==> src/rtl/sspf_pkg.sv <==
// Package for the servo status-frame parser: types, constants and field decoders.
// Depends on nothing; imported by every module of the parser.
`timescale 1ns / 1ps

package sspf_pkg;

    localparam logic [7:0] HeaderByte   = 8'hFF;
    localparam logic [7:0] MinLength    = 8'd3;
    localparam logic [7:0] BasicDataLen = 8'd8;
    localparam logic [7:0] ExtDataLen   = 8'd15;
    localparam logic [7:0] IdLimitReset = 8'd8;
    localparam int         PayloadDepth = 11;
    localparam int         PayloadIdxW  = $clog2(PayloadDepth);
    localparam int         OutDataW     = 96;
    localparam int         OutUserW     = 2;

    typedef enum logic [5:0] {
        PH_SEARCH = 6'b000001,
        PH_LENGTH = 6'b000010,
        PH_ERROR  = 6'b000100,
        PH_DATA   = 6'b001000,
        PH_CHECK  = 6'b010000,
        PH_DRAIN  = 6'b100000
    } phase_t;

    typedef struct packed {
        logic               extended_valid;
        logic               basic_valid;
        logic signed [15:0] current;
        logic [7:0]         moving;
        logic [7:0]         temperature;
        logic [7:0]         voltage;
        logic signed [10:0] load;
        logic signed [15:0] speed;
        logic signed [15:0] position;
        logic [7:0]         servo_id;
    } result_t;

    function automatic logic signed [15:0] decode_sm16(input logic [15:0] raw);
        logic [15:0] mag;
        mag = {1'b0, raw[14:0]};
        return raw[15] ? -mag : mag;
    endfunction

    function automatic logic signed [10:0] decode_sm11(input logic [10:0] raw);
        logic [10:0] mag;
        mag = {1'b0, raw[9:0]};
        return raw[10] ? -mag : mag;
    endfunction

endpackage

==> src/rtl/sspf_parser.sv <==
// Byte-wide frame parser: header search, checksum, payload capture and field decode.
// Depends on sspf_pkg.
`timescale 1ns / 1ps

module sspf_parser (
    input  logic              clk,
    input  logic              rst_n,
    input  logic              step,
    input  logic [7:0]        rx_byte,
    input  logic              buffer_end,
    input  logic [7:0]        id_limit,
    output logic              emit,
    output sspf_pkg::result_t result
);
    import sspf_pkg::*;

    phase_t     phase_reg, phase_next;
    logic [7:0] id_reg, id_next;
    logic [7:0] len_reg, len_next;
    logic [7:0] sum_reg, sum_next;
    logic [7:0] pos_reg, pos_next;
    logic       finished_reg, finished_next;
    logic [7:0] payload_reg [PayloadDepth];

    logic                   wr_en;
    logic [PayloadIdxW-1:0] wr_idx;
    logic [7:0]             pos_inc;
    logic [7:0]             body_len;
    logic [7:0]             sum_add;

    assign pos_inc  = pos_reg + 8'd1;
    assign body_len = len_reg - 8'd2;
    assign sum_add  = sum_reg + rx_byte;

    always_comb
    begin
        phase_next    = phase_reg;
        id_next       = id_reg;
        len_next      = len_reg;
        sum_next      = sum_reg;
        pos_next      = pos_reg;
        finished_next = finished_reg;
        emit          = 1'b0;
        wr_en         = 1'b0;
        wr_idx        = pos_reg[PayloadIdxW-1:0];
        case (phase_reg)
            PH_SEARCH:
            begin
                if (finished_reg)
                begin
                    phase_next = PH_DRAIN;
                end
                else if (rx_byte == HeaderByte)
                begin
                    if (pos_reg < 8'd2)
                    begin
                        pos_next = pos_inc;
                    end
                end
                else if (pos_reg >= 8'd2)
                begin
                    id_next       = rx_byte;
                    sum_next      = rx_byte;
                    finished_next = 1'b1;
                    phase_next    = PH_LENGTH;
                end
                else
                begin
                    pos_next = 8'd0;
                end
            end
            PH_LENGTH:
            begin
                len_next   = rx_byte;
                sum_next   = sum_add;
                phase_next = (rx_byte < MinLength) ? PH_DRAIN : PH_ERROR;
            end
            PH_ERROR:
            begin
                sum_next   = sum_add;
                pos_next   = 8'd0;
                phase_next = PH_DATA;
            end
            PH_DATA:
            begin
                if (pos_reg < 8'd8)
                begin
                    wr_en = 1'b1;
                end
                else if (pos_reg == 8'd10)
                begin
                    wr_en  = 1'b1;
                    wr_idx = PayloadIdxW'(8);
                end
                else if (pos_reg == 8'd13)
                begin
                    wr_en  = 1'b1;
                    wr_idx = PayloadIdxW'(9);
                end
                else if (pos_reg == 8'd14)
                begin
                    wr_en  = 1'b1;
                    wr_idx = PayloadIdxW'(10);
                end
                sum_next = sum_add;
                pos_next = pos_inc;
                if (pos_inc >= body_len)
                begin
                    phase_next = PH_CHECK;
                end
            end
            PH_CHECK:
            begin
                emit       = (~sum_reg == rx_byte) && (id_reg != 8'd0) && (id_reg < id_limit);
                phase_next = PH_DRAIN;
            end
            PH_DRAIN:
            begin
                phase_next = PH_DRAIN;
            end
            default:
            begin
                phase_next = PH_SEARCH;
            end
        endcase
        if (buffer_end)
        begin
            phase_next    = PH_SEARCH;
            pos_next      = 8'd0;
            finished_next = 1'b0;
        end
    end

    always_ff @(posedge clk or negedge rst_n)
    begin
        if (!rst_n)
        begin
            phase_reg    <= PH_SEARCH;
            id_reg       <= 8'd0;
            len_reg      <= 8'd0;
            sum_reg      <= 8'd0;
            pos_reg      <= 8'd0;
            finished_reg <= 1'b0;
        end
        else if (step)
        begin
            phase_reg    <= phase_next;
            id_reg       <= id_next;
            len_reg      <= len_next;
            sum_reg      <= sum_next;
            pos_reg      <= pos_next;
            finished_reg <= finished_next;
        end
    end

    always_ff @(posedge clk)
    begin
        if (step && wr_en)
        begin
            payload_reg[wr_idx] <= rx_byte;
        end
    end

    always_comb
    begin
        result          = '0;
        result.servo_id = id_reg;
        if (body_len >= BasicDataLen)
        begin
            result.position    = decode_sm16({payload_reg[1], payload_reg[0]});
            result.speed       = decode_sm16({payload_reg[3], payload_reg[2]});
            result.load        = decode_sm11({payload_reg[5][2:0], payload_reg[4]});
            result.voltage     = payload_reg[6];
            result.temperature = payload_reg[7];
            result.basic_valid = 1'b1;
        end
        if (body_len >= ExtDataLen)
        begin
            result.moving         = payload_reg[8];
            result.current        = {payload_reg[10], payload_reg[9]};
            result.extended_valid = 1'b1;
        end
    end

endmodule

==> src/rtl/servo_status_frame_parser_core.sv <==
// Top level of the servo status-frame parser: input register, parser and result register.
// Depends on sspf_pkg and sspf_parser.
`timescale 1ns / 1ps

// The block takes one received byte per transfer and accepts a new byte in every
// cycle. A byte is held in an input register and handled by the parser from there;
// its result is loaded into the output register when the parser steps on the byte,
// so a result is offered on the master side once its checksum byte has passed
// both registers. A result waiting in the output register stalls only a byte that
// would give a further result; all other bytes keep flowing at one per cycle. The id
// limit is written through cfg_wr_en and cfg_wr_data and resets to 8.
module servo_status_frame_parser_core (
    input  logic                               clk,
    input  logic                               rst_n,
    input  logic                               s_tvalid,
    output logic                               s_tready,
    input  logic [7:0]                         s_tdata,  // rx_byte
    input  logic                               s_tlast,  // buffer_end
    output logic                               m_tvalid,
    input  logic                               m_tready,
    // servo_id[7:0], position[23:8], speed[39:24], load[50:40], voltage[58:51],
    // temperature[66:59], moving[74:67], current[90:75], zero fill[95:91]
    output logic [sspf_pkg::OutDataW-1:0]      m_tdata,
    output logic [sspf_pkg::OutUserW-1:0]      m_tuser,  // extended_valid[1], basic_valid[0]
    input  logic                               cfg_wr_en,
    input  logic [7:0]                         cfg_wr_data
);
    import sspf_pkg::*;

    logic       in_valid_reg;
    logic [7:0] in_byte_reg;
    logic       in_last_reg;
    logic [7:0] id_limit_reg;
    logic       out_valid_reg;
    result_t    out_reg;

    logic    emit;
    result_t result;
    logic    advance;

    assign advance  = in_valid_reg && (!emit || !out_valid_reg || m_tready);
    assign s_tready = !in_valid_reg || advance;

    sspf_parser u_parser (
        .clk        (clk),
        .rst_n      (rst_n),
        .step       (advance),
        .rx_byte    (in_byte_reg),
        .buffer_end (in_last_reg),
        .id_limit   (id_limit_reg),
        .emit       (emit),
        .result     (result)
    );

    always_ff @(posedge clk or negedge rst_n)
    begin
        if (!rst_n)
        begin
            in_valid_reg  <= 1'b0;
            out_valid_reg <= 1'b0;
            id_limit_reg  <= IdLimitReset;
        end
        else
        begin
            if (s_tready)
            begin
                in_valid_reg <= s_tvalid;
            end
            if (advance && emit)
            begin
                out_valid_reg <= 1'b1;
            end
            else if (m_tready)
            begin
                out_valid_reg <= 1'b0;
            end
            if (cfg_wr_en)
            begin
                id_limit_reg <= cfg_wr_data;
            end
        end
    end

    always_ff @(posedge clk)
    begin
        if (s_tvalid && s_tready)
        begin
            in_byte_reg <= s_tdata;
            in_last_reg <= s_tlast;
        end
        if (advance && emit)
        begin
            out_reg <= result;
        end
    end

    assign m_tvalid = out_valid_reg;
    assign m_tdata  = {5'd0, out_reg.current, out_reg.moving, out_reg.temperature,
                       out_reg.voltage, out_reg.load, out_reg.speed, out_reg.position,
                       out_reg.servo_id};
    assign m_tuser  = {out_reg.extended_valid, out_reg.basic_valid};

endmodule

==> config.mk <==
export PLATFORM = sky130hd
export DESIGN_NAME = servo_status_frame_parser_core
export DESIGN_NICKNAME = d
export VERILOG_FILES = /design/src/rtl/sspf_pkg.sv /design/src/rtl/sspf_parser.sv /design/src/rtl/servo_status_frame_parser_core.sv
export SDC_FILE = /design/constraint.sdc
export NUM_CORES = 1
export LEC_CHECK = 0
export BUFFER_PORTS_ARGS = -buffer_cell sky130_fd_sc_hd__buf_2
export CAP_MARGIN = 5
export CORE_MARGIN = 2
export CORE_UTILIZATION = 35
export CTS_CLUSTER_DIAMETER = 40
export CTS_CLUSTER_SIZE = 8
export DETAILED_ROUTE_END_ITERATION = 6
export PLACE_DENSITY = 0.64
export SLEW_MARGIN = 20
export SYNTH_ARGS = -nofsm -noshare
export SYNTH_HDL_FRONTEND = slang
export SYNTH_SLANG_ARGS = --single-unit
==> constraint.sdc <==
create_clock -name clk -period 9.1 [get_ports clk]
set_clock_uncertainty 0.2 [all_clocks]
set_input_delay 0.91 -clock clk [delete_from_list [all_inputs] [get_ports clk]]
set_output_delay 0.91 -clock clk [all_outputs]
set_load 0.02 [all_outputs]
==> results of run 1 <==
==> logic make-up after synthesis <==
logic type / count (synthesis) / synth area share (%)
AND/OR/NAND/NOR: 257 / 13.3
flip-flops: 234 / 66.4
AO/OA/AOI/OAI: 103 / 6.97
buffers and inverters: 56 / 2.35
XOR/XNOR: 51 / 4.37
adder cells (fa/ha/maj): 30 / 3.75
multiplexers: 24 / 2.78
other: 1 / 0.0367
==> worst max-delay path: cells and delay by family, from the launching register on <==
| family | cells | cell delay (ns) |
|---|---|---|
| fa+ha+maj | 1 | 0.47 |
| buf+inv | 1 | 0.20 |
| compound gates | 1 | 0.67 |
| simple gates | 4 | 0.74 |
| flops | 1 | 0.66 |
==> cell usage in the layout (no fill, tap or decap), drive strengths merged, types with 3 or more instances in the layout <==
| cell type | n |
|---|---|
| o31ai | 14 |
| nor4 | 12 |
| or4 | 5 |
| o22ai | 5 |
| nor2b | 4 |
| nand2b | 11 |
| nand2 | 45 |
| ha | 29 |
| nor3 | 13 |
| xnor2 | 11 |
| nand3b | 4 |
| or3 | 6 |
| edfxtp | 185 |
| inv | 29 |
| o21ai | 38 |
| dfrtp | 47 |
| buf | 120 |
| nand4 | 7 |
| clkinv | 3 |
| xor2 | 40 |
| clkbuf | 55 |
| conb | 5 |
| and3 | 6 |
| mux2 | 20 |
| a31oi | 5 |
| a21oi | 13 |
| a21o | 3 |
| or2 | 3 |
| o41ai | 3 |
| mux2i | 4 |
| nand4b | 3 |
| nand3 | 13 |
| and3b | 3 |
| nor2 | 77 |
| and2 | 42 |
==> report_power, final <==
| group | switching (mW) | internal, mW | total (mW) | leakage [nW] |
|---|---|---|---|---|
| registers | 0.0229 | 1.17 | 1.19 | 2.31 |
| logic | 0.0488 | 0.0356 | 0.0844 | 1.98 |
| clock network | 0.464 | 0.864 | 1.33 | 0.568 |
==> per-layer routing <==
metal	part of all wire (%)	vias to the layer above	global-route usage, %
met2	47	157	22.2
met1	46	3015	18.6
met4	2.5	2	5.31
met5	0.052	-	0
li1	-	3025	-
met3	5.1	46	2.68
==> through the flow <==
stage | utilization, % | hold WS [ns] | worst slack, ns
CTS | 43.1 | 0.305 | 4.71
finish | 43.1 | 0.298 | 4.72
floorplan | - | 0.264 | 0.0163
global placement | 39.0 | 0.285 | 5.26
detailed placement | 39.0 | 0.297 | 5.19
global route | 43.1 | 0.323 | 4.44
==> final timing paths <==
kind / from / endpoint / slack, ns / depth (start not counted)
max: in_byte_reg[5] / s_tready / 4.72 / 7
min: rst_n / id_limit_reg[1] / 0.30 / 2
max reg2reg: in_byte_reg[2] / u_parser.payload_reg[2][2] / 5.23 / 7
min reg2reg: u_parser.payload_reg[8][5] / m_tdata[72] / 0.32 / 1
max in group asynchronous: rst_n / u_parser.phase_reg[4] / 7.93 / 2
min in group clk: u_parser.payload_reg[8][5] / m_tdata[72] / 0.32 / 1
==> area by class of cell <==
class                           count  share of cell area [%]
Clock inverter                      8                   0.909
Multi-Input combinational cell    470                    26.0
Sequential cell                   234                    54.8
Clock buffer                       55                    8.61
Tap cell                          384                    3.88
Inverter                           27                   0.818
Timing Repair Buffer              120                    4.96
==> out/summary.txt, run 1 <==
vias in the first global route -> 6,170
VDD IR max -> 0.000117 V
Die H -> 175 um
diode count -> 0
Final Power -> 2.60 mW
first-pass GRT wire length -> 33.5 mm
antenna-violating nets left -> 0
Crit Path Category -> reg2out
non-filler instance count after layout -> 1,298
Core Region -> 28,700 sq um
Final Hold Viols -> 0
crit path time final -> 4.38 ns
Seq/Total Area, Yosys -> 66.4%
status -> finished, final reports clean
max reg flops -> 91
Power Density -> 210 nW/um^2
Yosys top cell by area -> edfxtp_1
main area contributors after synthesis -> edfxtp_1 (54%), dfrtp_1 (12%), ha_1 (3.6%)
CTS Buffer Depth -> 3
Detail Placement HPWL -> 14.0 mm
Setup crit end kind -> output port
HP Class -> in2async
TritonCTS Buffers -> 38
worst skew pair latency -> 0.52 ns
synthesized area -> 10,200 sq um
Multi-input gate area -> 3220 sq um
top-level I/O count -> 122
layout cells sized above 1 -> 23.1%
Root Buffer -> clkbuf_16
Post-Place Cells -> 1,235
GPL Wtd Cong -> 0.787
crit-path cells -> ha_1 > nand2_1 > a2111oi_0 > nand4b_4 > nor2_1 > nand4b_1 > buf_2
Max Clock Freq -> 229 MHz
Die ar. -> 30,600 sq um
worst endpoint data arrival time -> 3.27 ns
syn avg cell area -> 13.5 sq um
TritonRoute pass-1 iters -> 4
Worst-path clk slew -> 0.05 ns
setup repair bufs after CTS -> 0
fillers -> 2,616
slowest CP cell -> a2111oi_0
gr ovfl total -> 0
fin. max-slew vios -> 0
post-synthesis cell type count -> 69
# setup viols final -> 0
worst-path fanout max -> 16
initial antenna violation count -> 1
DP Area -> 11,200 sq um
Sink Count -> 234
CTS-repair resized insts -> 0
fin area -> 12,400 sq um
Critical Path Start Type -> register
critical path required time -> 7.99 ns
die width -> 175 um
Post-Synthesis Cells -> 756
Residual DRC -> 0
total of max-cap violations -> 0
most frequent cells after synthesis -> edfxtp_1 (185), nor2_1 (77), dfrtp_1 (47)
pin count of the biggest net entering global routing -> 94
H-Tree Depth -> 2
CTS Hold Bufs -> 0
share of the synthesized area in the top cell type -> 54.4%
Most used DFF post-synth -> edfxtp_1
Tightest Pin Transition -> 1.08 ns
register area -> 6780 sq um
wire per inst -> 16.2 um
via count -> 6,245
Post-synth EDFFs -> 185
Lkg Pwr -> 4.86 nW
CTS tree -> yes
Post-Route Setup TNS -> 0 ns
cell with the most instances after synthesis -> edfxtp_1
Slew headroom -> 27.6%
DRT Wirelength -> 21.1 mm
input/output buffers -> 116
Area Overhead vs Synth -> 21.2%
async set-reset flop share out of synthesis -> 20.9%
FP Rows -> 62
Via density -> 4.81
gr usage total -> 13.8%
YS warnings -> 0
RSZ-0062 raised after global routing -> no
crit-path max cell delay -> 0.67 ns
FF+latch count, synth -> 234
nets@finish -> 943
period utilization -> 48.1%
Initial DRC Count -> 438
Starting Density -> 35.6%
Note: power is estimated with default switching activity, not from simulation.
==> run 2: changes to the inputs <==
--- a/config.mk
+++ b/config.mk
@@ -5,6 +5,7 @@
 export SDC_FILE = /design/constraint.sdc
 export NUM_CORES = 1
 export LEC_CHECK = 0
+export ABC_AREA = 1
 export BUFFER_PORTS_ARGS = -buffer_cell sky130_fd_sc_hd__buf_2
 export CAP_MARGIN = 5
 export CORE_MARGIN = 2
@@ -12,7 +13,7 @@
 export CTS_CLUSTER_DIAMETER = 40
 export CTS_CLUSTER_SIZE = 8
 export DETAILED_ROUTE_END_ITERATION = 6
-export PLACE_DENSITY = 0.64
+export PLACE_DENSITY = 0.62
 export SLEW_MARGIN = 20
 export SYNTH_ARGS = -nofsm -noshare
 export SYNTH_HDL_FRONTEND = slang
==> constraint.sdc (replaced) <==
create_clock -name clk -period 4.4 [get_ports clk]
set_clock_uncertainty 0.2 [all_clocks]
set_input_delay 0.44 -clock clk [delete_from_list [all_inputs] [get_ports clk]]
set_output_delay 0.44 -clock clk [all_outputs]
set_load 0.02 [all_outputs]
==> run 2 against run 1 <==
Register-to-register slack got worse by 4.5 ns. Combinational power increased to 13 times the previous value. Clock-buffer cell count grew 1. Sequential cell count did not move. Critical path depth grew 6. Largest power group unchanged. Sequential share of layout area fell by 3.6 points. Critical endpoint is now m_tdata[65]. Cell count grew 22%. Hold slack worse by 0.26 ns. Non-clock buffer count is 28 higher. Global-route usage is 1.3 points higher. Sequential power rose by 120%.
==> out/summary.txt, run 2 <==
R2R Path Start -> in_byte_reg[5]
crit path buf inv count -> 3 (+2)
die width -> 178 um (+1.8%)
HP Class -> in2reg
Root Buffer -> clkbuf_16
FP Rows -> 63 (+1.6%)
Critical Path Start Type -> register
worst hold start -> cfg_wr_en
worst skew pair latency -> 0.54 ns (+0.02 ns)
async set-reset flop share out of synthesis -> 20.9% (unchanged)
top-level I/O count -> 122 (unchanged)
layout cells sized above 1 -> 18.3% (-4.8 points)
cell with the most instances after synthesis -> nand2_1
Final Hold Viols -> 0 (unchanged)
Starting Density -> 35.6% (+0.056 points)
Core Region -> 29,700 sq um (+3.5%)
diode count -> 0 (unchanged)
gr usage total -> 15.1% (+1.3 points)
RSZ-0062 raised after global routing -> no
syn avg cell area -> 10.6 sq um (-22%)
Worst-path clk slew -> 0.05 ns (about the same)
most frequent cells after synthesis -> nand2_1 (198), edfxtp_1 (185), nor2_1 (148)
share of the synthesized area in the top cell type -> 52.5% (-1.9 points)
Detail Placement HPWL -> 16.2 mm (+16%)
fin. max-slew vios -> 0 (unchanged)
DRT Wirelength -> 23.6 mm (+12%)
Post-synth EDFFs -> 185 (unchanged)
Max Clock Freq -> 274 MHz
Yosys top cell by area -> edfxtp_1
most common cell after layout, fill and taps aside -> nand2_1
TritonCTS Buffers -> 42 (+11%)
VDD IR max -> 0.000272 V (+130%)
total of max-cap violations -> 0 (unchanged)
wire per inst -> 14.9 um (-8.5%)
worst endpoint data arrival time -> 3.67 ns (+0.40 ns)
Crit Path Category -> reg2reg
first-pass GRT wire length -> 37.2 mm (+11%)
Die H -> 178 um (+1.8%)
Die ar. -> 31,700 sq um (+3.6%)
input/output buffers -> 116 (unchanged)
Seq/Total Area, Yosys -> 64.1% (-2.4 points)
slowest CP cell -> edfxtp_1
Worst R2R End -> m_tdata[65]
Initial DRC Count -> 687 (+57%)
crit path time final -> 3.66 ns
crit-path max cell delay -> 0.63 ns (-0.04 ns)
crit-path cells -> ha_1 > nand2_1 > nor2_1 > nand2_1 > nor2_1 > nand2_1 > nor2_4 > nand3_4 > nand2_4 > inv_2 > nand3_1 > inv_4 > buf_12
Crit path max-delay family -> buffers and inverters
worst r2r path cells -> 13 (+6)
period utilization -> 83.1%
Slew headroom -> 27.1% (-0.51 points)
YS warnings -> 0 (unchanged)
Sink Count -> 234 (unchanged)
nets@finish -> 1,224 (+30%)
main area contributors after synthesis -> edfxtp_1 (52%), dfrtp_1 (11%), nand2_1 (7.0%)
post-layout util -> 44.6% (+1.4 points)
Post-Synthesis Cells -> 999 (+32%)
worst-path fanout max -> 38 (+22)
setup repair bufs after CTS -> 0 (unchanged)
Via density -> 4.70 (-2.3%)
pin count of the biggest net entering global routing -> 55 (-41%)
status -> finished, final reports clean
Reg2Reg Setup Slack -> 0.74 ns (-4.49 ns)
# setup viols final -> 0 (unchanged)
gr ovfl total -> 0 (unchanged)
max reg flops -> 91 (unchanged)
synthesized area -> 10,600 sq um (+3.7%)
Residual DRC -> 0 (unchanged)
Tightest Pin Transition -> 1.08 ns (+0.00762 ns)
CTS Buffer Depth -> 3 (unchanged)
fillers -> 2,737 (+4.6%)
Setup crit end kind -> register
via count -> 7,467 (+20%)
crit-path most repeated cell -> nand2_1
FF+latch count, synth -> 234 (unchanged)
Worst Hold Path EP -> id_limit_reg[3]
Most used DFF post-synth -> edfxtp_1
most frequent cells in the layout -> nand2_1 (198), edfxtp_1 (185), nor2_1 (148)
Lkg Pwr -> 5.79 nW (+19%)
Area Overhead vs Synth -> 25.1%
GPL Wtd Cong -> 0.892 (+13%)
critical path required time -> 4.41 ns (-3.58 ns)
antenna-violating nets left -> 0 (unchanged)
CTS tree -> yes
post-synthesis cell type count -> 42 (-39%)
Post-Route Setup TNS -> 0 ns (unchanged)
H-Tree Depth -> 2 (unchanged)
Power Density -> 521 nW/um^2 (+150%)
hold depth -> 3
initial antenna violation count -> 0 (-1)
vias in the first global route -> 7,132 (+16%)
TritonRoute pass-1 iters -> 5 (+1)
==> run 2: cell types whose count changed in the layout (fill, tap and decap cells not counted), moves of 12 or more <==
cell,previous run,this run
nand2_1,43,198
inv_1,27,124
nor2_1,76,148
and2_1,42,0
nand3_1,13,52
dlygate4sd3_1,0,20
mux2_2,15,0
nor3_1,11,25
a21oi_1,13,25
==> run 2: worst min-delay path: cells and delay by family <==
kind,cells,cell delay (ns)
AND/OR/NAND/NOR,1,0.07
buffers and inverters,1,0.17
AO/OA/AOI/OAI,1,0.07
==> run 2: worst max path at each step <==
stage                   startpoint          end  slack [ns]  cells after the start
CTS                 in_byte_reg[5]  m_tdata[65]        0.76                     13
finish              in_byte_reg[5]  m_tdata[65]        0.74                     13
detailed placement  in_byte_reg[5]  m_tdata[16]        0.73                     13
global placement    in_byte_reg[5]  m_tdata[13]        0.85                     13
floorplan           in_byte_reg[4]   m_tdata[0]        0.23                     13
global route        in_byte_reg[5]  m_tdata[46]        0.49                     13
==> run 2: metal layers <==
layer / GRT usage (%) / up-vias / wire length, um
met5: 0 / - / 0
met4: 5.77 / 0 / 661
met3: 3.19 / 47 / 1600
met2: 23.6 / 262 / 10600
met1: 20.6 / 3497 / 10700
li1: - / 3661 / -
==> run 2: report_power, final <==
part	switching [mW]	internal [mW]
logic	0.768	0.353
clock network	1.05	2.08
registers	0.0849	2.57
total	1.90	5.01
==> run 2: stage by stage <==
step	hold slack, ns	setup WS (ns)	cells	power, mW	instance area, sq um
global placement	0.256	0.846	1498	3.78	11700
global route	0.0496	0.495	1589	7.23	13200
detailed placement	0.270	0.735	1498	3.80	11700
finish	0.0396	0.744	1589	6.91	13200
CTS	0.0239	0.756	1589	6.97	13200
floorplan	-0.0556	0.235	1003	3.53	10600
==> run 2: layout make-up <==
type	count	area (sq um)	area share, %
tap	390	488	3.68
sequential	234	6780	51.2
clock inverter	15	250	1.89
inverter	128	483	3.65
timing repair buffer	148	896	6.76
multi-input combinational	618	3220	24.3
clock buffer	56	1120	8.48
==> run 2: timing repair <==
item / 4_1_cts / 5_1_grt
endpoints found under the hold margin: 66 / 0
hold buffers: 20 / 0
resized for setup: 0 / 0
==> run 2: cells by family (layout without fill, tap and decap cells) <==
group,count (synthesis),in the layout,synth area share (%)
adders and majority gates,30,30,3.61
other,1,5,0.0354
and+or+nand+nor,468,468,19.3
xor gates and xnor gates,41,41,3.39
AOI/OAI and AO/OA,74,74,3.78
buffers and inverters,151,347,5.87
DFF,234,234,64.1
